==> config.mk <==
export PLATFORM = sky130hd
export DESIGN_NAME = lss_queue
export DESIGN_NICKNAME = d
export VERILOG_FILES = /design/src/lss_queue.sv
export SDC_FILE = /design/constraint.sdc
export NUM_CORES = 1
export LEC_CHECK = 0
export ABC_AREA = 1
export BUFFER_PORTS_ARGS = -buffer_cell sky130_fd_sc_hd__buf_4
export CAP_MARGIN = 20
export CORE_MARGIN = 3
export CORE_UTILIZATION = 47
export CTS_CLUSTER_DIAMETER = 60
export CTS_CLUSTER_SIZE = 10
export DETAILED_ROUTE_END_ITERATION = 10
export GPL_TIMING_DRIVEN = 0
export PLACE_DENSITY = 0.75
export SLEW_MARGIN = 20
export SYNTH_ARGS = -nofsm -noshare
export SYNTH_HDL_FRONTEND = slang
export SYNTH_SLANG_ARGS = --single-unit
==> constraint.sdc <==
create_clock -name clk -period 2.96 [get_ports clk]
set_input_delay 0.148 -clock clk [delete_from_list [all_inputs] [get_ports clk]]
set_output_delay 0.148 -clock clk [all_outputs]
set_load 0.03 [all_outputs]
==> src/lss_queue.sv <==
// Two-word queue between the front and back ends.
module lss_queue #(
  parameter int W = 52
) (
  input  logic         clk,
  input  logic         rst,
  input  logic         push,
  input  logic [W-1:0] push_data,
  output logic         full,
  input  logic         pop,
  output logic [W-1:0] pop_data,
  output logic         empty
);

  logic [W-1:0] mem [2];
  logic         wp, rp;
  logic [1:0]   cnt;

  assign full     = (cnt == 2'd2);
  assign empty    = (cnt == 2'd0);
  assign pop_data = mem[rp];

  always_ff @(posedge clk) begin
    if (push) mem[wp] <= push_data;
  end

  always_ff @(posedge clk) begin
    if (rst) begin
      wp  <= 1'b0;
      rp  <= 1'b0;
      cnt <= '0;
    end else begin
      if (push) wp <= ~wp;
      if (pop) rp <= ~rp;
      case ({push, pop})
        2'b10:   cnt <= cnt + 1'b1;
        2'b01:   cnt <= cnt - 1'b1;
        default: cnt <= cnt;
      endcase
    end
  end

endmodule

==> After elaboration in Yosys (flattened, before gate mapping) <==
Memories as Yosys holds them, arrays and structs flattened. A register that Yosys moved wholly into a read port is not among the register bits.
Cells that the tools add are included.
Widths: inputs -> output; s select.
{ "totals": {"reg_bits": 4, "latch_bits": 0, "mem_bits_rw": 104, "rom_bits": 0, "in_bits": 56, "output_inout_bits": 54, "elab_cells": 18, "mem_count": 1} }
{ "mem_list": {"columns": ["name", "depth", "width", "rd", "rd_ports_with_merged_regs", "write_ports", "line", "text"], "rows": [
  ["mem", 2, 52, 1, 1, 1, "15", "logic [W-1:0] mem [2];"]
]} }
{ "classes": {"addsub": 2, "multipliers": 0, "div_mod_pow": 0, "order_cmp": 0, "eq_ne": 3, "shift": 0, "muxes": 5, "bitwise": 2, "n_reduce_logical": 2} }
{ "op_table": {"columns": ["operator", "n"], "rows": [
  ["$eq 2x2->1 const B", 2],
  ["$mux 1", 4],
  ["$pmux 2 s2", 1],
  ["$add 2x1->2 const B", 1],
  ["$eq 2x1->1 const B", 1],
  ["$logic_not 2->1", 1],
  ["$not 1->1", 2],
  ["$reduce_bool 2->1", 1],
  ["$sub 2x1->2 const B", 1]
]} }

==> Logic depth before layout (Yosys ltp) <==
Gate-level depths: netlist of the first run.
{ "depth": {"depth_word": 3, "mapped_depth": 7, "ltp_nobuf": 7} }

==> Least setup slack after synthesis of the first run <==
No wires, ideal clock.
{ "synth_path": {"kind": "register to register", "start": "register wp", "end": "memory mem[0][0] (enable)", "arrival_ns": 2.500, "slack_ns": -0.003, "path_stages_with_launch": 2, "n_path_buf": 0, "synth_period_minus_slack_ns": 2.963, "path_cell_list": "dfxtp_1 -> nor2_1"} }
{ "synth_lines": {"columns": ["item", "line", "text"], "rows": [
  ["start, declared", "16", "logic wp, rp;"],
  ["start signal, assigned", "33", "if (push) wp <= ~wp;"],
  ["end, declared", "15", null]
]} }
No word-level cell before the write port.

==> results of run 1 <==
-- path summary, 6_finish.rpt --
kind | startpoint | cells past startpoint | to
worst min-delay path | pop | 3 | flop
worst min register to register | rp$_SDFFE_PP0P_ | 2 | flop
worst max register to register | wp$_SDFFE_PP0P_ | 2 | mem[1][33]$_DFFE_PP_
worst max-delay path | flop | 4 | pop_data[35]
-- metal layers --
layer  share of wire [%]  routed length, um
met1                  40               3000
met4                 1.5                111
met2                  52               3890
met3                 5.9                442
met5                   0                  0
-- worst register-to-register path, delay by kind of cell, from the launching register on --
family | cells | cell delay (ns)
and+or+nand+nor | 1 | 0.12
buffers and inverters | 1 | 0.51
DFF | 1 | 0.40
-- layout make-up --
| type | count | area (um2) |
|---|---|---|
| timing repair buffer | 164 | 1390 |
| inverter | 7 | 28.8 |
| fill | 520 | 2490 |
| clock inverter | 6 | 87.6 |
| tap | 105 | 131 |
| clock buffer | 9 | 124 |
| multi-input combinational | 73 | 880 |
| buffer | 6 | 111 |
| sequential | 109 | 3220 |
-- per-stage QoR --
stage	util, %	worst slack [ns]	hold slack [ns]	std cells
after floorplan	-	0.854	0.220	195
after global placement	61.3	0.119	0.333	409
after detailed placement	61.8	1.51	0.336	411
after CTS	70.6	1.28	0.0459	479
after global routing	70.6	1.25	0.0474	479
final	70.6	1.32	0.0733	479
-- power breakdown --
part,internal (W),switching (W)
clock network,0.000474,0.000465
logic,0.000345,0.000333
registers,0.00178,0.0000237
total,0.00260,0.000822
-- flip-flops by register name, indices dropped and copies added, names as in the netlist, named ones only --
signal  count
rp          1
mem       104
cnt         2
wp          1
-- logic make-up after synthesis --
group / after synthesis / share of synthesized area, %
compound gates: 2 / 0.236
xor+xnor: 1 / 0.207
fa+ha+maj: 1 / 0.296
buf+inv: 13 / 3.25
flops: 109 / 76.1
mux: 52 / 18.3
simple gates: 17 / 1.60
-- cells in the final DEF, fill, tap and decap left out --
cell / instances
bufinv_16: 2
nor3_1: 1
o21ai_0: 1
clkbuf_8: 9
buf_4: 109
inv_4: 1
ha_1: 1
buf_12: 7
clkinv_4: 1
nand4_1: 1
nor2_4: 1
buf_6: 1
edfxtp_1: 104
nor2_1: 9
nand2_1: 5
clkinv_2: 2
xnor2_1: 1
inv_1: 6
dfxtp_1: 5
inv_6: 1
dlygate4sd3_1: 53
mux2_4: 50
a21oi_1: 1
mux2_2: 2
==> summary.md, run 1 <==
| Metric | Value |
|---|---|
| Status | `finished, final reports clean` |
| Crit path DAT | `1.49 ns` |
| Fin. Hold Viols | `0` |
| Synth unique cells | `15` |
| Post-Syn Nets | `252` |
| Sequential-to-total area share from yosys stat | `76.1%` |
| Tot Pwr | `0.00342 W` |
| DP Wirelength | `4580 um` |
| Die Span X | `101 um` |
| Final Skew | `0.0136 ns` |
| Clock slew seen by the registers of the worst setup and hold paths | `0.09 ns` |
| Slowest Stage Delay on Critical Path | `0.33 ns` |
| Met1 Use GR | `18.1%` |
| CTS Root Cell | `clkbuf_8` |
| CP endpoint kind | `output port` |
| Ant. Diodes | `0` |
| Gr busiest metal | `met2` |
| Syn. warnings | `0` |
| Grt total ovfl | `0` |
| Critical-path top delay cell | `dfxtp_1` |
| PD cells | `573 mW/mm2` |
| CP Max Fanout | `10` |
| Final min period | `1.64 ns` |
| Delay-heaviest family, CP | `buffers and inverters` |
| Critical path class | `reg2out` |
| Initial antenna violation count | `0` |
| Synthesized area | `0.00423 mm2` |
| Leak | `2.40 nW` |
| Residual DRC count | `0` |
| Max frequency | `0.611 GHz` |
| Worst setup SP type | `flop` |
| Final WL | `7440 um` |
| Hold crit path type | `in2reg` |
| Final Cell Area | `0.00597 mm2` |
| Share of layout cells above drive strength 1 | `49.7%` |
| Layout net count | `427` |
| Largest net degree at the start of global routing | `54` |
| Commonest cells post-synth | `edfxtp_1, mux2_4, nor2_1` |
| Cell Rows | `33` |
| Max-capacitance violation count | `0` |
| Syn avg cell area | `21.7 um2` |
| DIE HEIGHT | `101 um` |
| PortBufs | `109` |
| Cts repair resizes | `0` |
| Die ar. | `0.0102 mm2` |
| Htree depth | `3` |
| Vias post-DR | `2289` |
| Reg-to-reg slack, setup | `1.50 ns` |
| Post-route ant nets | `0` |
| Final setup violation count | `0` |
| Pre-antenna DRT Iters | `4` |
| Fin Setup TNS | `0 ns` |
| Post-synth top area cell | `edfxtp_1` |
| VDD IR max | `317 uV` |
| Worst-margin pin slew | `0.707 ns` |
| Final period utilization | `55.3%` |
| Gate Count Post-Synth | `195` |
| Max Buffers Root-to-Sink | `2` |
| Placed Area | `0.00523 mm2` |
| First-pass GRT wire length | `11800 um` |
| Post-synth EDFFs | `104` |
| CTS Buf Count | `9` |
| #FFs+latches synth | `109` |
| Area fraction of the dominant cell type after synthesis | `73.8%` |
| Critical-path cell list | `buf_6 -> buf_12 -> mux2_4 -> buf_4` |
| Core Box Area | `0.00846 mm2` |
| Post-synth top flop | `edfxtp_1` |
| Synth top area cells | `edfxtp_1, mux2_4, buf_12` |
| Worst path required time | `2.81 ns` |
| Starting Density | `50.0%` |
| Area delta synth->final | `41.1%` |
| Drt wl/cell | `15.5 um` |
| CTS Sinks | `109` |
| Routability cong. | `0.691` |
| Clk Latency, worst-skew pair | `0.36 ns` |
| M3 GR Usage | `3.74%` |
| Headroom to the max-slew limit | `52.9%` |
| CTS tree | `built` |
| 1st-iter DRT viols | `89` |
| Buf/Inv on CP | `3` |
| Vias in the first global route | `2451` |
| IO Pins | `110` |
| Final slew viol count | `0` |
| Setup Fix Bufs, Post-CTS | `0` |
| RSZ-0062 raised after global routing | `no` |
| Most frequent cell after synthesis | `edfxtp_1` |
| Hold-fix buffers, CTS | `53` |
| Gr usage total | `15.5%` |
| Post-synthesis async set-or-reset flop share | `0%` |
| Vias per Instance | `4.78` |
| M2 GR Usage | `27.4%` |
(Power assumes the default switching activity.)
==> inputs of run 2 (changes only) <==
==> constraint.sdc (replaced) <==
create_clock -name clk -period 1.41 [get_ports clk]
set_input_delay 0.0705 -clock clk [delete_from_list [all_inputs] [get_ports clk]]
set_output_delay 0.0705 -clock clk [all_outputs]
set_load 0.03 [all_outputs]
==> run 2 against run 1 <==
The run now ends with negative setup slack left. Global-route usage rose by 0.61 points. Cell count rose by 1.5%. Combinational power rose by 140%. Design area rose by 6.0%. Flip-flop and latch count did not move. Clock power rose by 110%. Largest power group unchanged. Critical path depth did not move. Critical path type unchanged. Sequential share of layout area fell by 3.0 points. Worst hold slack improved by 0.22 ns.
==> summary.md, run 2 (synthesis results as in run 1) <==
| Metric | Value |
|---|---|
| Final period utilization | `108%` |
| Max frequency | `0.654 GHz` |
| Max Buffers Root-to-Sink | `2` |
| Starting Density | `50.0%` |
| Routability cong. | `0.734` |
| Finished Core Util | `74.8%` |
| VDD IR max | `702 uV` |
| Pre-antenna DRT Iters | `4` |
| CTS Sinks | `109` |
| Critical-path top delay cell | `dfxtp_2` |
| Slowest Stage Delay on Critical Path | `0.34 ns` |
| Headroom to the max-slew limit | `60.9%` |
| Worst path required time | `1.34 ns` |
| Most frequent cells in the layout | `edfxtp_1, buf_4, dlygate4sd3_1` |
| IO Pins | `110` |
| DP Wirelength | `4770 um` |
| Fin Setup TNS | `-5.09 ns` |
| Final slew viol count | `0` |
| Status | `finished with violations` |
| CP Max Fanout | `10` |
| Leak | `2.52 nW` |
| Max reg flops | `104` |
| Final Cell Area | `0.00633 mm2` |
| Final min period | `1.53 ns` |
| Area delta synth->final | `49.7%` |
| Max-capacitance violation count | `0` |
| Reg-to-reg slack, setup | `0.06 ns` |
| CTS Root Cell | `clkbuf_8` |
| Htree depth | `3` |
| Worst setup SP type | `flop` |
| Final Skew | `0.0125 ns` |
| Initial antenna violation count | `0` |
| DIE HEIGHT | `101 um` |
| Die ar. | `0.0102 mm2` |
| CP endpoint kind | `output port` |
| Final setup violation count | `52` |
| Failing checks | `negative setup slack` |
| RSZ-0062 raised after global routing | `yes` |
| Worst setup margin | `-0.118 ns` |
| Fin. Hold Viols | `0` |
| 1st-iter DRT viols | `110` |
| Commonest non-fill, non-tap cell in the layout | `edfxtp_1` |
| Critical-path cell list | `buf_12 -> buf_12 -> mux2_4 -> buf_6` |
| Placed Area | `0.00531 mm2` |
| Residual DRC count | `0` |
| First-pass GRT wire length | `12200 um` |
| PortBufs | `109` |
| Largest net degree at the start of global routing | `21` |
| Critical path class | `reg2out` |
| Largest regs | `mem: 104 flops, cnt: 2 flops` |
| Layout net count | `435` |
| Ant. Diodes | `0` |
| Vias per Instance | `4.73` |
| Clock slew seen by the registers of the worst setup and hold paths | `0.10 ns` |
| PD cells | `1160 mW/mm2` |
| Most frequent CP cell | `buf_12` |
| Post-route ant nets | `0` |
| Die Span X | `101 um` |
| Clk Latency, worst-skew pair | `0.36 ns` |
| Final WL | `7790 um` |
| Core Box Area | `0.00846 mm2` |
| Vias in the first global route | `2498` |
| Most flop-heavy register | `mem` |
| Drt wl/cell | `16.0 um` |
| Hold crit path type | `in2reg` |
| Cell Rows | `33` |
| Fillers | `481` |
| Vias post-DR | `2298` |
| Grt total ovfl | `0` |
| Gr usage total | `16.1%` |
| CTS tree | `built` |
| CTS Buf Count | `9` |
| Worst-margin pin slew | `0.585 ns` |
| Crit path DAT | `1.46 ns` |
| Share of layout cells above drive strength 1 | `50.4%` |
run 2: report_power, final:
group	internal, W	switching (W)	total [W]
clock network	0.000982	0.000956	0.00194
registers	0.00374	0.0000511	0.00379
logic	0.000881	0.000753	0.00163
run 2: worst paths after layout:
| kind | to | depth (start not counted) | start |
|---|---|---|---|
| max | pop_data[36] | 4 | flop |
| min | mem[0][27]$_DFFE_PP_ | 3 | push |
| max reg2reg | mem[0][24]$_DFFE_PP_ | 2 | wp$_SDFFE_PP0P_ |
| min reg2reg | rp$_SDFFE_PP0P_ | 2 | rp$_SDFFE_PP0P_ |
run 2: stage by stage:
stage               power, W  hold WS [ns]  worst slack [ns]  cells
CTS                  0.00742         0.242            -0.146    486
detailed placement   0.00521         0.258           -0.0494    413
finish               0.00736         0.295            -0.118    486
global route         0.00766         0.282            -0.191    486
floorplan            0.00470         0.142            -0.124    195
global placement     0.00514         0.256            -0.591    409
run 2: layout make-up:
type                       instances  area [um2]  area share (%)
clock inverter                     4        75.1            1.19
tap                              105         131            2.07
multi-input combinational         73         886            14.0
sequential                       109        3230            50.9
clock buffer                      10         128            2.01
timing repair buffer             172        1740            27.5
inverter                           7        30.0           0.474
buffer                             6         120            1.90
run 2: metal layers:
metal	vias to the layer above	routed length [um]	global-route usage [%]
li1	1106	-	-
met1	1113	3060	18.4
met2	73	4210	29.2
met3	6	460	4.57
met4	0	61	4.91
met5	-	0	0
run 2: timing repair:
item	4_1_cts	5_1_grt
cloned	1	0
setup endpoints to repair	89	52
hold buffers	56	0
resized for setup	57	0
hold endpoints to repair	107	0
setup buffers	2	0
run 2: critical path: cells and delay by family (launching register included):
| family | cells | cell delay (ns) |
|---|---|---|
| multiplexers | 1 | 0.31 |
| flip-flops | 1 | 0.34 |
| buffers and inverters | 3 | 0.44 |
==> inputs of run 3 (changes only) <==
--- a/config.mk
+++ b/config.mk
@@ -15,6 +15,7 @@
 export DETAILED_ROUTE_END_ITERATION = 10
 export GPL_TIMING_DRIVEN = 0
 export PLACE_DENSITY = 0.75
+export REMOVE_ABC_BUFFERS = 1
 export SLEW_MARGIN = 20
 export SYNTH_ARGS = -nofsm -noshare
 export SYNTH_HDL_FRONTEND = slang
==> run 3 against run 2 <==
First-iteration DRC count fell by 36%. Total power is 3.6% lower. Sequential power about the same. The flow still finishes with violations (negative setup slack). Sequential share of layout area grew 2.1 points. Clock skew shrank 0.0010 ns. Die area unchanged. Design area fell by 3.9%. Global-route usage shrank 0.38 points. Maximum frequency is 1.4% lower. Clock-buffer cell count decreased by 1. Worst setup slack got worse by 0.022 ns.
==> summary.md, run 3 (synthesis results as in run 1) <==
| Metric | Value |
|---|---|
| Finished Core Util | `71.9%` |
| Final Skew | `0.0114 ns` |
| Core Box Area | `0.00846 mm2` |
| Max Buffers Root-to-Sink | `2` |
| Sw frac | `24.9%` |
| Final min period | `1.55 ns` |
| Sequential power share | `53.4%` |
| Final slew viol count | `0` |
| CP endpoint kind | `output port` |
| Worst setup SP type | `flop` |
| Share of power burned in combinational logic | `21.1%` |
| CTS Sinks | `109` |
| PortBufs | `109` |
| IO Pins | `110` |
| DIE HEIGHT | `101 um` |
| Crit path DAT | `1.48 ns` |
| Status | `finished with violations` |
| VDD IR max | `673 uV` |
| Max-capacitance violation count | `0` |
| Post-Layout Cell Count | `481` |
| Initial antenna violation count | `0` |
| Critical-path cell list | `buf_6 -> mux2_4 -> buf_4` |
| Starting Density | `50.0%` |
| Largest net degree at the start of global routing | `54` |
| P_sw | `0.00177 W` |
| Vias post-DR | `2251` |
| Htree depth | `3` |
| Vias per Instance | `4.68` |
| 1st-iter DRT viols | `70` |
| Drt wl/cell | `16.1 um` |
| Most frequent cells in the layout | `edfxtp_1, buf_4, dlygate4sd3_1` |
| Clock slew seen by the registers of the worst setup and hold paths | `0.10 ns` |
| Routability cong. | `0.689` |
| Residual DRC count | `0` |
| Most flop-heavy register | `mem` |
| Share of layout cells above drive strength 1 | `49.2%` |
| Max frequency | `0.645 GHz` |
| Critical-path top delay cell | `dfxtp_4` |
| Gr usage total | `15.7%` |
| Final setup violation count | `52` |
| Vias in the first global route | `2449` |
| Post-route ant nets | `0` |
| CP Max Fanout | `10` |
| CTS tree | `built` |
| DP Wirelength | `4470 um` |
| Worst setup margin | `-0.140 ns` |
| Largest regs | `mem: 104 flops, cnt: 2 flops` |
| Commonest non-fill, non-tap cell in the layout | `edfxtp_1` |
| Area delta synth->final | `43.9%` |
| Final period utilization | `110%` |
| Worst-margin pin slew | `0.499 ns` |
| Buf/Inv on CP | `2` |
| Final WL | `7740 um` |
| Max reg flops | `104` |
| Fin. Hold Viols | `0` |
| Die ar. | `0.0102 mm2` |
| Hold crit path type | `in2reg` |
| RSZ-0062 raised after global routing | `yes` |
| Cell Rows | `33` |
| Layout net count | `428` |
| CTS Root Cell | `clkbuf_8` |
| First-pass GRT wire length | `12100 um` |
| Critical path class | `reg2out` |
| Power Internal | `0.00533 W` |
| Leak | `2.44 nW` |
| Delay-heaviest family, CP | `flip-flops` |
| Failing checks | `negative setup slack` |
| Worst path required time | `1.34 ns` |
| Clk Latency, worst-skew pair | `0.36 ns` |
| Slowest Stage Delay on Critical Path | `0.43 ns` |
| Clock power share | `25.5%` |
| Reg-to-reg slack, setup | `0.09 ns` |
| Ant. Diodes | `0` |
| Fin Hold WS | `0.435 ns` |
| Die Span X | `101 um` |
| CTS Buf Count | `9` |
| Grt total ovfl | `0` |
| Headroom to the max-slew limit | `66.7%` |
| Pre-antenna DRT Iters | `6` |
| PD cells | `1170 mW/mm2` |
| Placed cells | `406` |
-- run 3: cell count changes in the layout (fill, tap and decap cells not counted), sizes merged --
cell      previous run  this run
clkbuf              10         9
buf                122       115
inv                  6         8
clkinv               0         4
clkinvlp             3         1
bufinv               2         1
-- run 3: power groups by stage --
stage / combinational, W / sequential (W) / clock (W)
after floorplan: 0.000745 / 0.00392 / 0
after global placement: 0.00118 / 0.00395 / 0
after detailed placement: 0.00123 / 0.00390 / 0
after CTS: 0.00151 / 0.00379 / 0.00186
after global routing: 0.00158 / 0.00381 / 0.00201
final: 0.00150 / 0.00379 / 0.00181
-- run 3: routing by layer --
layer  up-vias  wire length, um  global-route usage [%]
met4         0               46                    3.99
met2        72             4020                    27.3
met1      1078             3200                    19.0
li1       1096                -                       -
met5         -                0                       0
met3         5              476                    4.98
-- run 3: worst paths after layout --
path                  startpoint              endpoint  cells after the start
max                         flop          pop_data[50]                      3
min                push_data[45]  mem[0][45]$_DFFE_PP_                      2
max reg2reg      wp$_SDFFE_PP0P_  mem[1][50]$_DFFE_PP_                      2
min reg2reg  cnt[1]$_SDFFE_PP0P_   cnt[1]$_SDFFE_PP0P_                      2
-- run 3: final cells by class --
cell class	count	area [um2]
repair buffers	171	1620
inverters	7	31.3
flip-flops and latches	109	3230
fillers	524	2370
clock buffers	9	124
clock inverters	7	65.1
well taps	105	131
multi-input cells	73	887
-- run 3: metrics by stage --
step	area, um2	power, W	setup slack [ns]	setup TNS (ns)
final	6090	0.00710	-0.140	-5.37
after global routing	6090	0.00741	-0.206	-9.04
after CTS	6090	0.00717	-0.174	-7.37
after detailed placement	5160	0.00513	-0.134	-5.18
after global placement	5070	0.00512	-2.78	-299.45
after floorplan	4120	0.00466	-1.55	-164.20
-- run 3: worst reg2reg max path, delay by kind of cell (launching register included) --
| family | cells | cell delay, ns |
|---|---|---|
| DFF | 1 | 0.41 |
| buffers and inverters | 1 | 0.40 |
| and+or+nand+nor | 1 | 0.14 |
-- run 3: timing repair --
item | in CTS | in global routing
hold buffers | 56 | 0
endpoints found under the hold margin | 109 | 0
gates resized for setup | 36 | 1
gates cloned | 1 | 0
buffers inserted | 2 | 0
pin swaps | 0 | 0
endpoints found under the setup margin | 104 | 52
