===== src/lss_pkg.sv =====
// Shared types, register indexes and rotation constants for the scan segmenter.
package lss_pkg;

  localparam logic [3:0] REG_RANGE_LOW   = 4'd0;
  localparam logic [3:0] REG_RANGE_HIGH  = 4'd1;
  localparam logic [3:0] REG_START_ANGLE = 4'd2;
  localparam logic [3:0] REG_ANGLE_STEP  = 4'd3;
  localparam logic [3:0] REG_GAP_RATIO   = 4'd4;
  localparam logic [3:0] REG_GAP_FLOOR   = 4'd5;
  localparam logic [3:0] REG_GAP_CEILING = 4'd6;
  localparam logic [3:0] REG_COS_LIMIT   = 4'd7;

  localparam int unsigned SEG_MAX = 2047;
  localparam int unsigned BRK_MAX = 4095;

  typedef struct packed {
    logic        [15:0] range_low;
    logic        [15:0] range_high;
    logic signed [15:0] start_angle;
    logic        [11:0] angle_step;
    logic        [11:0] gap_ratio;
    logic        [15:0] gap_floor;
    logic        [15:0] gap_ceiling;
    logic signed [15:0] cos_angle_limit;
  } cfg_t;

  // micro-rotation angles, 2^-24 turn
  function automatic logic signed [24:0] rot_angle(input logic [3:0] i);
    logic signed [24:0] v;
    case (i)
      4'd0:    v = 25'sd2097152;
      4'd1:    v = 25'sd1238021;
      4'd2:    v = 25'sd654136;
      4'd3:    v = 25'sd332050;
      4'd4:    v = 25'sd166669;
      4'd5:    v = 25'sd83416;
      4'd6:    v = 25'sd41718;
      4'd7:    v = 25'sd20860;
      4'd8:    v = 25'sd10430;
      4'd9:    v = 25'sd5215;
      4'd10:   v = 25'sd2608;
      4'd11:   v = 25'sd1304;
      4'd12:   v = 25'sd652;
      4'd13:   v = 25'sd326;
      4'd14:   v = 25'sd163;
      default: v = 25'sd81;
    endcase
    return v;
  endfunction

endpackage


===== src/lss_front.sv =====
// Front end: takes samples, windows the range and converts to x, y by iterative CORDIC.
module lss_front #(
  parameter int MAX_SAMPLES = 2048,
  parameter int COORD_BITS  = 17,
  localparam int JW = 2 * COORD_BITS + 18
) (
  input  logic              clk,
  input  logic              rst,
  input  lss_pkg::cfg_t     cfg,
  input  logic              in_valid,
  output logic              in_ready,
  input  logic [15:0]       range,
  input  logic              final_sample,
  output logic              push,
  output logic [JW-1:0]     push_data,
  input  logic              full
);
  import lss_pkg::*;

  localparam int CB = COORD_BITS;
  localparam int IW = $clog2(MAX_SAMPLES);
  localparam int WE = ((CB > 27) ? CB : 27) + 1;
  localparam logic signed [WE-1:0] LIM = WE'((64'sd1 <<< (CB - 1)) - 64'sd1);

  typedef enum logic [2:0] {
    F_IDLE = 3'b001,
    F_ROT  = 3'b010,
    F_PUSH = 3'b100
  } fstate_t;

  fstate_t            state;
  logic [IW-1:0]      idx;
  logic [3:0]         it;
  logic               pt, fin, flip;
  logic [15:0]        r;
  logic signed [26:0] x, y;
  logic signed [24:0] z;

  logic               ok;
  logic [27:0]        stepx;
  logic [15:0]        ang, angf;
  logic [31:0]        prod;
  logic signed [26:0] xs, ys, xr, yr;
  logic signed [WE-1:0] xe, ye;
  logic signed [CB-1:0] xo, yo;

  assign in_ready = (state == F_IDLE);
  assign ok    = (range >= cfg.range_low) && (range <= cfg.range_high);
  assign stepx = 28'(cfg.angle_step) * 28'(idx);
  assign ang   = cfg.start_angle + stepx[15:0];
  assign angf  = (ang[15] ^ ang[14]) ? (ang ^ 16'h8000) : ang;
  assign prod  = 32'(range) * 32'd39797;
  assign xs    = x >>> it;
  assign ys    = y >>> it;

  always_comb begin
    xr = (x + 27'sd128) >>> 8;
    yr = (y + 27'sd128) >>> 8;
    if (flip) begin
      xr = -xr;
      yr = -yr;
    end
    xe = WE'(xr);
    ye = WE'(yr);
    if (xe > LIM) xe = LIM;
    else if (xe < -LIM) xe = -LIM;
    if (ye > LIM) ye = LIM;
    else if (ye < -LIM) ye = -LIM;
    xo = xe[CB-1:0];
    yo = ye[CB-1:0];
  end

  assign push      = (state == F_PUSH) && !full;
  assign push_data = {pt, fin, xo, yo, r};

  always_ff @(posedge clk) begin
    if (rst) begin
      state <= F_IDLE;
      idx   <= '0;
    end else begin
      unique case (state)
        F_IDLE: begin
          if (in_valid) begin
            pt   <= ok;
            fin  <= final_sample;
            r    <= range;
            flip <= ang[15] ^ ang[14];
            x    <= {3'b000, prod[31:8]};
            y    <= '0;
            z    <= {angf[15], angf, 8'd0};
            it   <= '0;
            if (final_sample) idx <= '0;
            else if (idx == IW'(MAX_SAMPLES - 1)) idx <= '0;
            else idx <= idx + 1'b1;
            state <= ok ? F_ROT : F_PUSH;
          end
        end
        F_ROT: begin
          if (!z[24]) begin
            x <= x - ys;
            y <= y + xs;
            z <= z - rot_angle(it);
          end else begin
            x <= x + ys;
            y <= y - xs;
            z <= z + rot_angle(it);
          end
          it <= it + 1'b1;
          if (it == 4'd15) state <= F_PUSH;
        end
        F_PUSH: begin
          if (!full) state <= F_IDLE;
        end
        default: state <= F_IDLE;
      endcase
    end
  end

endmodule


===== config.mk =====
export PLATFORM = sky130hd
export DESIGN_NAME = lss_front
export DESIGN_NICKNAME = d
export VERILOG_FILES = /design/src/lss_pkg.sv /design/src/lss_front.sv
export SDC_FILE = /design/constraint.sdc
export NUM_CORES = 1
export LEC_CHECK = 0
export BUFFER_PORTS_ARGS = -buffer_cell sky130_fd_sc_hd__buf_2
export CAP_MARGIN = 30
export CORE_ASPECT_RATIO = 0.7
export CORE_UTILIZATION = 60
export DETAILED_ROUTE_END_ITERATION = 8
export GPL_TIMING_DRIVEN = 0
export PLACE_DENSITY = 0.89
export SYNTH_ARGS = -nofsm -noshare
export SYNTH_HDL_FRONTEND = slang
export SYNTH_SLANG_ARGS = --single-unit

===== constraint.sdc =====
create_clock -name clk -period 6.49 [get_ports clk]
set_input_delay 0.3245 -clock clk [delete_from_list [all_inputs] [get_ports clk]]
set_output_delay 0.3245 -clock clk [all_outputs]
set_load 0.02 [all_outputs]

; ---- Word level (Yosys, flattened, before mapping)
; Memory sizes are Yosys's and may differ from the RTL's. A register that Yosys moved wholly into a read port is not among the register bits.
; Index checks and enable logic that the tools add are counted.
[totals]
inputBits = 141
n_memories = 2
wordCells = 87
ff_bits = 116
out_inout_bits = 54
mem_bits_ro = 704
[memory_table]
columns = name, depth, word_bits, rd, rd_clocked_by_memory_dff, write_ports, line
row1 = (no name shown), 16, 22, 1, 1, 0, lss_pkg.sv:30  ; case (i)
row2 = (no name shown), 16, 22, 1, 1, 0, lss_pkg.sv:30
[op_classes]
n_reduce_logical = 8
n_shift = 2
eq_ne = 8
magnitude_cmp = 6
mul = 2
n_bitwise = 3
addsub = 13
mux = 33
[op_table]
columns = cell, count
row1 = $mux 25, 8
row2 = $mux 27, 6
row3 = $pmux 27 s2, 2
row4 = $mux 17, 4
row5 = $add 27x27->27, 2
row6 = $add 27x9->27 const B, 2
row7 = $gt 27x17->1 const B, 2
row8 = $lt 27x17->1 const B, 2
row9 = $neg 19->27, 2
row10 = $sshr 27x4->27, 2
row11 = $sub 27x27->27, 2
row12 = $pmux 25 s2, 1
row13 = $mul 16x16->32 const B, 1
row14 = $add 25x25->25, 1
row15 = $sub 25x25->25, 1
row16 = $mux 11, 2
row17 = $add 16x16->16, 1
row18 = $ge 16x16->1, 1
row19 = $le 16x16->1, 1
row20 = $mul 12x11->16, 1
row21 = $mux 16, 1
row22 = $mux 3, 4
row23 = $mux 4, 3
row24 = $add 11x1->11 const B, 1
row25 = 16 further kinds, 22

; ---- Logic depth before layout (Yosys ltp)
; Gate-level depths: netlist of the first run.
[logic_depth]
word_depth = 6
ltp_mapped = 24
ltp_nobuf = 22

; ---- Worst setup path before layout of the first run
; OpenSTA, ideal clock, no wires.
[synth_path]
kind = input -> register
from = input port range[11]
to = register x[23], data pin
path_slack_ns = 0.819
t_arrival_ns = 5.403
path_stages = 20
required_ns = 6.222
setup_ns = 0.268
path_buffers = 0
cell_sequence = inv_1 fa_1 fa_1 inv_1 fa_1 fa_1 fa_1 inv_1 fa_1 inv_1 ha_1 and3_1 and3_1 a22o_1 a31o_2 a21oi_1 a21oi_1 a31oi_1 xor2_1 mux2i_1
[synth_via]
elab_chain_cells = 3
[synth_rtl]
columns = element, line
row1 = start: declaration, lss_front.sv:12  ; input logic [15:0] range,
row2 = $mul 16x16->32, lss_front.sv:52  ; assign prod = 32'(range) * 32'd39797;
row3 = $mux 27, lss_front.sv:83  ; if (in_valid) begin
row4 = $pmux 27 s2, lss_front.sv:81  ; unique case (state)
row5 = end signal: assignment, lss_front.sv:88  ; x <= {3'b000, prod[31:8]};
row6 = end signal: assignment, lss_front.sv:100  ; x <= x - ys;
row7 = end signal: assignment, lss_front.sv:104  ; x <= x + ys;
row8 = end: declaration, lss_front.sv:36  ; logic signed [26:0] x, y;
; No other way between the ends. The select of a mux whose other input is x is not followed.
; A chain may end at the register's enable or synchronous reset.

; ---- Worst setup path in the final report of the first run
[layout_path]
from = register it[3]
to = register x[21], data pin
[layout_via]
elab_chain_cells = 4
elab_cells_between_ends = 5
classes_between = add/sub (2) / shift (1) / mux (2)
[layout_rtl]
columns = element, line
row1 = start: declaration, lss_front.sv:33  ; logic [3:0] it;
row2 = start signal: assignment, lss_front.sv:108  ; it <= it + 1'b1;
row3 = $sshr 27x4->27 *, lss_front.sv:54  ; assign ys = y >>> it;
row4 = $sub 27x27->27 / $add 27x27->27 (equally long branches), "lss_front.sv:100, lss_front.sv:104"
row5 = $mux 27 *, lss_front.sv:99  ; if (!z[24]) begin
row6 = $pmux 27 s2 *, lss_front.sv:81
; Mark *: on every way between the ends. The rest lies on a longest branch, timed or not.

==> results of run 1 <==
==> timing repair <==
item	in CTS	in global routing
pin swaps	0	2
hold buffers	0	0
resized for setup	1	12
buffers inserted	0	2
endpoints found under the setup margin	5	7
hold endpoints to repair	0	0
==> worst paths after layout <==
| check | from | end | slack, ns | cells after the start |
|---|---|---|---|---|
| max reg2reg | it[3] | x[21] | 0.34 | 23 |
| min reg2reg | state[0] | state[2] | 0.58 | 1 |
| max | it[3] | x[21] | 0.34 | 23 |
| min | final_sample | fin | 0.14 | 1 |
==> per-layer routing <==
layer | track usage | up-vias
met5 | 0 | -
met4 | 0.0897 | 0
met3 | 0.116 | 171
met2 | 0.519 | 1369
met1 | 0.474 | 11157
li1 | - | 10629
==> final cells by class <==
cell class	count	area [µm²]	area share
buffer	145	652	0.0237
sequential	138	3780	0.137
inverter	388	1460	0.0530
clock buffer	21	514	0.0187
multi-input combinational	2284	19600	0.712
timing repair buffer	138	741	0.0269
tap	544	681	0.0247
clock inverter	11	90.1	0.00327
==> per-stage QoR <==
stage / setup TNS [ns] / cell area (µm²)
global route: 0 / 27500
CTS: 0 / 27500
detailed placement: -0.568 / 26900
finish: 0 / 27500
global placement: -0.187 / 26800
floorplan: 0 / 25500
==> power breakdown <==
part | total [W] | switching [W] | internal (W)
clock | 0.00102 | 0.000444 | 0.000577
sequential | 0.00148 | 0.000184 | 0.00130
combinational | 0.00711 | 0.00411 | 0.00300
total | 0.00962 | 0.00474 | 0.00488
==> layout by cell type (no fill, tap or decap), types with 21 or more instances in the layout <==
master and count:
ha_1 282, nand2_1 253, mux2_2 29, buf_2 161
nor2_1 175, and2_1 64, a21o_1 52, o21ai_1 22
and3_1 32, edfxtp_1 102, o31ai_1 23, a31oi_1 42
xnor2_1 141, dfxtp_1 36, nand3_1 43, a211oi_1 21
mux2i_1 25, xor2_1 107, o21a_1 23, fa_1 189
clkbuf_1 84, nand4_1 27, o21ai_0 132, nor3_1 64
nand2b_1 26, inv_1 385, a21oi_1 175, mux4_2 57
==> kinds of logic (layout without fill, tap and decap cells) <==
kind of cell,Yosys count,in the layout,share of synthesized area
buffers and inverters,535,703,0.0826
xor gates and xnor gates,249,249,0.0861
and+or+nand+nor,802,802,0.155
muxes,116,116,0.0770
AOI/OAI and AO/OA,646,646,0.164
adders and majority gates,471,471,0.287
DFF,138,138,0.149
==> flow_summary.json, run 1 <==
{
  "outcome": "completed",
  "drive_gt1_frac": 0.111,
  "synth_ff_type": "edfxtp_1",
  "yosys-top-cells-count": "inv_1, ha_1, nand2_1, fa_1, nor2_1",
  "overflow": 0,
  "async_flop_share": 0,
  "die-width_um": 248,
  "antenna_cells": 0,
  "top_layer_used": "met4",
  "syn_avg_cell_area_um2": 8.61,
  "yosysWarnings": 0,
  "skew_ns": 0.0145,
  "place_congestion": 1.10,
  "fmaxAchievable_mhz": 163,
  "synth.most_common_cell": "inv_1",
  "netlist_area_um2": 25500,
  "finalSetupViolCount": 0,
  "drt-total-wl_um": 74500,
  "viasPerCell": 6.36,
  "core_region_area_um2": 41400,
  "placementRows": 62,
  "final_util": 0.665,
  "drt-pass1-iter-count": 6,
  "cts.sinks": 138,
  "cts-root-buf": "clkbuf_16",
  "layout_min_cycle_time_ns": 6.15,
  "met1_length_um": 30900,
  "htreeDepth": 4,
  "arrival_ns": 6.33,
  "fin_cells": 3669,
  "worst_skew_pair.late_latency_ns": 0.45,
  "synth_top_area_frac": 0.149,
  "nets": 3724,
  "cts_buffers": 17,
  "die-area_um2": 43300,
  "ir_worst_vdd_v": 0.000378,
  "cts_tree": "built",
  "place.port_buffers": 131,
  "syn-num-nets": 3569,
  "area_growth_pct": 8.07,
  "crit_path_end_kind": "register",
  "fin_crit_sh": 0.948,
  "synth_top_cell_by_area": "fa_1",
  "crit_type": "reg2reg",
  "slowest_stage": "a2111oi_1",
  "crit_chain": "clkbuf_4 -> clkbuf_4 -> buf_2 -> buf_2 -> mux4_2 -> mux2i_2 -> nand2_1 -> o21ai_0 -> ha_1 -> and2_1 -> nor2b_1 -> nor2_1 -> xnor2_1 -> ha_1 -> nor3_1 -> nand2_1 -> o211ai_1 -> a21oi_1 -> o31a_1 -> o2111a_1 -> a2111oi_1 -> xnor2_1 -> o21ai_0",
  "antenna_found_initial": 1,
  "die_h_um": 174,
  "drtAntennaViolNets": 0,
  "post-place-ws_ns": -0.237,
  "wl_met2_um": 32300,
  "met3_length_um": 9390,
  "setup_ws_ns": 0.341,
  "hold_viol": 0,
  "placed_cells": 3635,
  "dr.first_iter.drc_count": 2716,
  "start_util": 0.615,
  "hold_slack_ns": 0.143,
  "synth.distinct_cells": 100,
  "p_per_area_nw_per_um2": 349,
  "grt_pass1_wl_um": 118000,
  "fill_cells": 3303,
  "worstPathRequired_ns": 6.67,
  "drc_errors": 0,
  "cp-start-kind": "register",
  "total_power_w": 0.00962,
  "power.leakage_nw": 12.3,
  "hp-class": "in2reg",
  "synth_seq_cells": 138,
  "synthTopCellsByArea": "fa_1, ha_1, edfxtp_1",
  "slew_violations": 0,
  "grt_pass1_vias": 22581,
  "io_pins": 195,
  "synth_edf_count": 102,
  "vias": 23326,
  "slowest_delay_ns": 0.46,
  "dp.final_hpwl_um": 58600,
  "grtUsageTotal": 0.345,
  "critical-path-top-delay-family": "compound AO/OA/AOI/OAI gates",
  "max_cap_viol_count": 0,
  "rsz0062_at_grt": "no",
  "cts_buffer_depth": 2,
  "tightest_slew_ns": 1.12,
  "grt_start_max_net_pins": 52,
  "crit_path_max_fanout": 10,
  "clkTransAtPathRegs_ns": 0.07,
  "slew_headroom": 0.247,
  "postSynthCellCount": 2957,
  "wl_per_cell_um": 20.3,
  "crit_buf_inv": 4,
  "synth.yosys.seq_area_share": 0.149
}
Power figures use the tool's default switching activity.
==> run 2: changes to the inputs <==
--- a/config.mk
+++ b/config.mk
@@ -9,6 +9,7 @@
 export CAP_MARGIN = 30
 export CORE_ASPECT_RATIO = 0.7
 export CORE_UTILIZATION = 60
+export CTS_BUF_LIST = sky130_fd_sc_hd__clkbuf_16
 export DETAILED_ROUTE_END_ITERATION = 8
 export GPL_TIMING_DRIVEN = 0
 export PLACE_DENSITY = 0.89
==> run 2 against run 1 <==
Register-to-register slack barely moved. Sequential power about the same. Final cell count unchanged. Flip-flop and latch count stayed put. Combinational power is essentially flat. Die area unchanged. First-iteration DRC count grew 1.3%. Clock skew is 0.00050 ns lower. Design area hardly changed. Clock power about the same. Hold slack got worse by 0.0040 ns. Critical endpoint unchanged.
==> flow_summary.json, run 2 (synthesis results as in run 1) <==
{
  "outcome": "completed",
  "cts.sinks": 138,
  "slowest_delay_ns": 0.55,
  "layout_min_cycle_time_ns": 6.15,
  "clkTransAtPathRegs_ns": 0.07,
  "arrival_ns": 6.33,
  "dpl_cell_area_um2": 26900,
  "fill_cells": 3298,
  "drt-pass1-iter-count": 7,
  "grt.met1_usage": 0.475,
  "cts-root-buf": "clkbuf_16",
  "die_h_um": 174,
  "power.leakage_nw": 12.3,
  "slew_headroom": 0.255,
  "slew_violations": 0,
  "globalRouteMet3Util": 0.114,
  "drt-total-wl_um": 74400,
  "switchingPower_w": 0.00475,
  "core_region_area_um2": 41400,
  "fin_crit_sh": 0.948,
  "worst_skew_pair.late_latency_ns": 0.46,
  "nets": 3724,
  "dp.final_hpwl_um": 58600,
  "grtUsageTotal": 0.345,
  "wl_per_cell_um": 20.3,
  "vias": 23321,
  "ir_worst_vdd_v": 0.000378,
  "cts_buffer_depth": 2,
  "setup_ws_ns": 0.338,
  "worstPathRequired_ns": 6.67,
  "cp-start-kind": "register",
  "postLayoutCellArea_um2": 27500,
  "hold_viol": 0,
  "rsz0062_at_grt": "no",
  "crit_type": "reg2reg",
  "max_cap_viol_count": 0,
  "antenna_cells": 0,
  "cts_buffers": 17,
  "seq_area_um2": 3780,
  "busiest_layer": "met2",
  "io_pins": 195,
  "critPathMostFrequentCell": "buf_2",
  "crit_path_end_kind": "register",
  "place.port_buffers": 131,
  "drive_gt1_frac": 0.112,
  "clockPowerShare": 0.105,
  "switching_share": 0.494,
  "crit_path_max_fanout": 10,
  "post-place-ws_ns": -0.237,
  "start_util": 0.615,
  "finalSetupViolCount": 0,
  "viasPerCell": 6.36,
  "drc_errors": 0,
  "fmaxAchievable_mhz": 163,
  "die-area_um2": 43300,
  "grt_pass1_vias": 22630,
  "power_frac_comb": 0.740,
  "hold_slack_ns": 0.139,
  "slowest_stage": "a2111oi_2",
  "p_per_area_nw_per_um2": 349,
  "antenna_found_initial": 1,
  "final_util": 0.664,
  "die-width_um": 248,
  "layout_commonest_cell": "inv_1",
  "drtAntennaViolNets": 0,
  "final_cell_mix": "inv_1, ha_1, nand2_1",
  "crit_chain": "buf_6 -> buf_2 -> buf_2 -> buf_2 -> mux2i_1 -> a32oi_1 -> a2111oi_2 -> and3_1 -> nand2_1 -> nor2_1 -> nor2_1 -> xor2_1 -> ha_1 -> o21a_1 -> o21ai_0 -> a21oi_1 -> o21a_1 -> o31a_1 -> o2111a_1 -> a2111oi_1 -> xnor2_1 -> o21ai_0",
  "skew_ns": 0.0140,
  "p_seq_frac": 0.154,
  "placementRows": 62,
  "grt_pass1_wl_um": 118000,
  "hp-class": "in2reg",
  "grt_start_max_net_pins": 52,
  "cts_tree": "built",
  "use_met2": 0.517,
  "p_int_w": 0.00487,
  "area_growth_pct": 8.06,
  "multi_input_area_um2": 19600,
  "place_congestion": 1.10,
  "htreeDepth": 4,
  "overflow": 0,
  "crit_buf_inv": 4,
  "critical-path-top-delay-family": "compound AO/OA/AOI/OAI gates",
  "dr.first_iter.drc_count": 2751,
  "tightest_slew_ns": 1.10
}
==> run 2: cell types whose count changed in the layout (fill, tap and decap cells not counted) <==
cell      delta
a311oi_1     -1
inv_2        +1
clkbuf_8     -1
a311oi_2     +1
==> run 2: path summary, 6_finish.rpt <==
kind	startpoint	to	slack [ns]	depth (start not counted)
max	it[1]	x[21]	0.34	22
min	final_sample	fin	0.14	1
max reg2reg	it[1]	x[21]	0.34	22
min reg2reg	idx[5]	idx[5]	0.58	2
==> run 2: routing by layer <==
layer | vias up | part of all wire
li1 | 10624 | -
met1 | 11104 | 0.41
met2 | 1401 | 0.43
met3 | 192 | 0.13
met4 | 0 | 0.027
met5 | - | 0
==> run 2: power by group through the flow <==
stage / clock (W) / sequential [W] / combinational, W
2_1_floorplan: 0 / 0.00140 / 0.00541
3_3_place_gp: 0 / 0.00148 / 0.00660
3_5_place_dp: 0 / 0.00148 / 0.00687
4_1_cts: 0.00101 / 0.00146 / 0.00697
5_1_grt: 0.00105 / 0.00148 / 0.00795
6_report: 0.00101 / 0.00148 / 0.00712
==> run 2: stage by stage <==
stage | setup TNS (ns) | instances | power [W]
after floorplan | 0 | 2957 | 0.00682
after global placement | -0.187 | 3632 | 0.00808
after detailed placement | -0.568 | 3635 | 0.00835
after CTS | 0 | 3666 | 0.00944
after global routing | 0 | 3669 | 0.0105
final | 0 | 3669 | 0.00961
==> run 2: layout make-up <==
cell class	count	share of cell area
Multi-Input combinational cell	2284	0.713
Buffer	145	0.0237
Tap cell	544	0.0247
Clock buffer	20	0.0182
Inverter	388	0.0530
Clock inverter	12	0.00341
Sequential cell	138	0.137
Timing Repair Buffer	138	0.0269
==> run 2: timing repair <==
| item | 4_1_cts | 5_1_grt |
|---|---|---|
| endpoints found under the setup margin | 5 | 7 |
| gates resized for setup | 1 | 13 |
| hold buffers | 0 | 0 |
| pin swaps | 0 | 2 |
| buffers inserted | 0 | 2 |
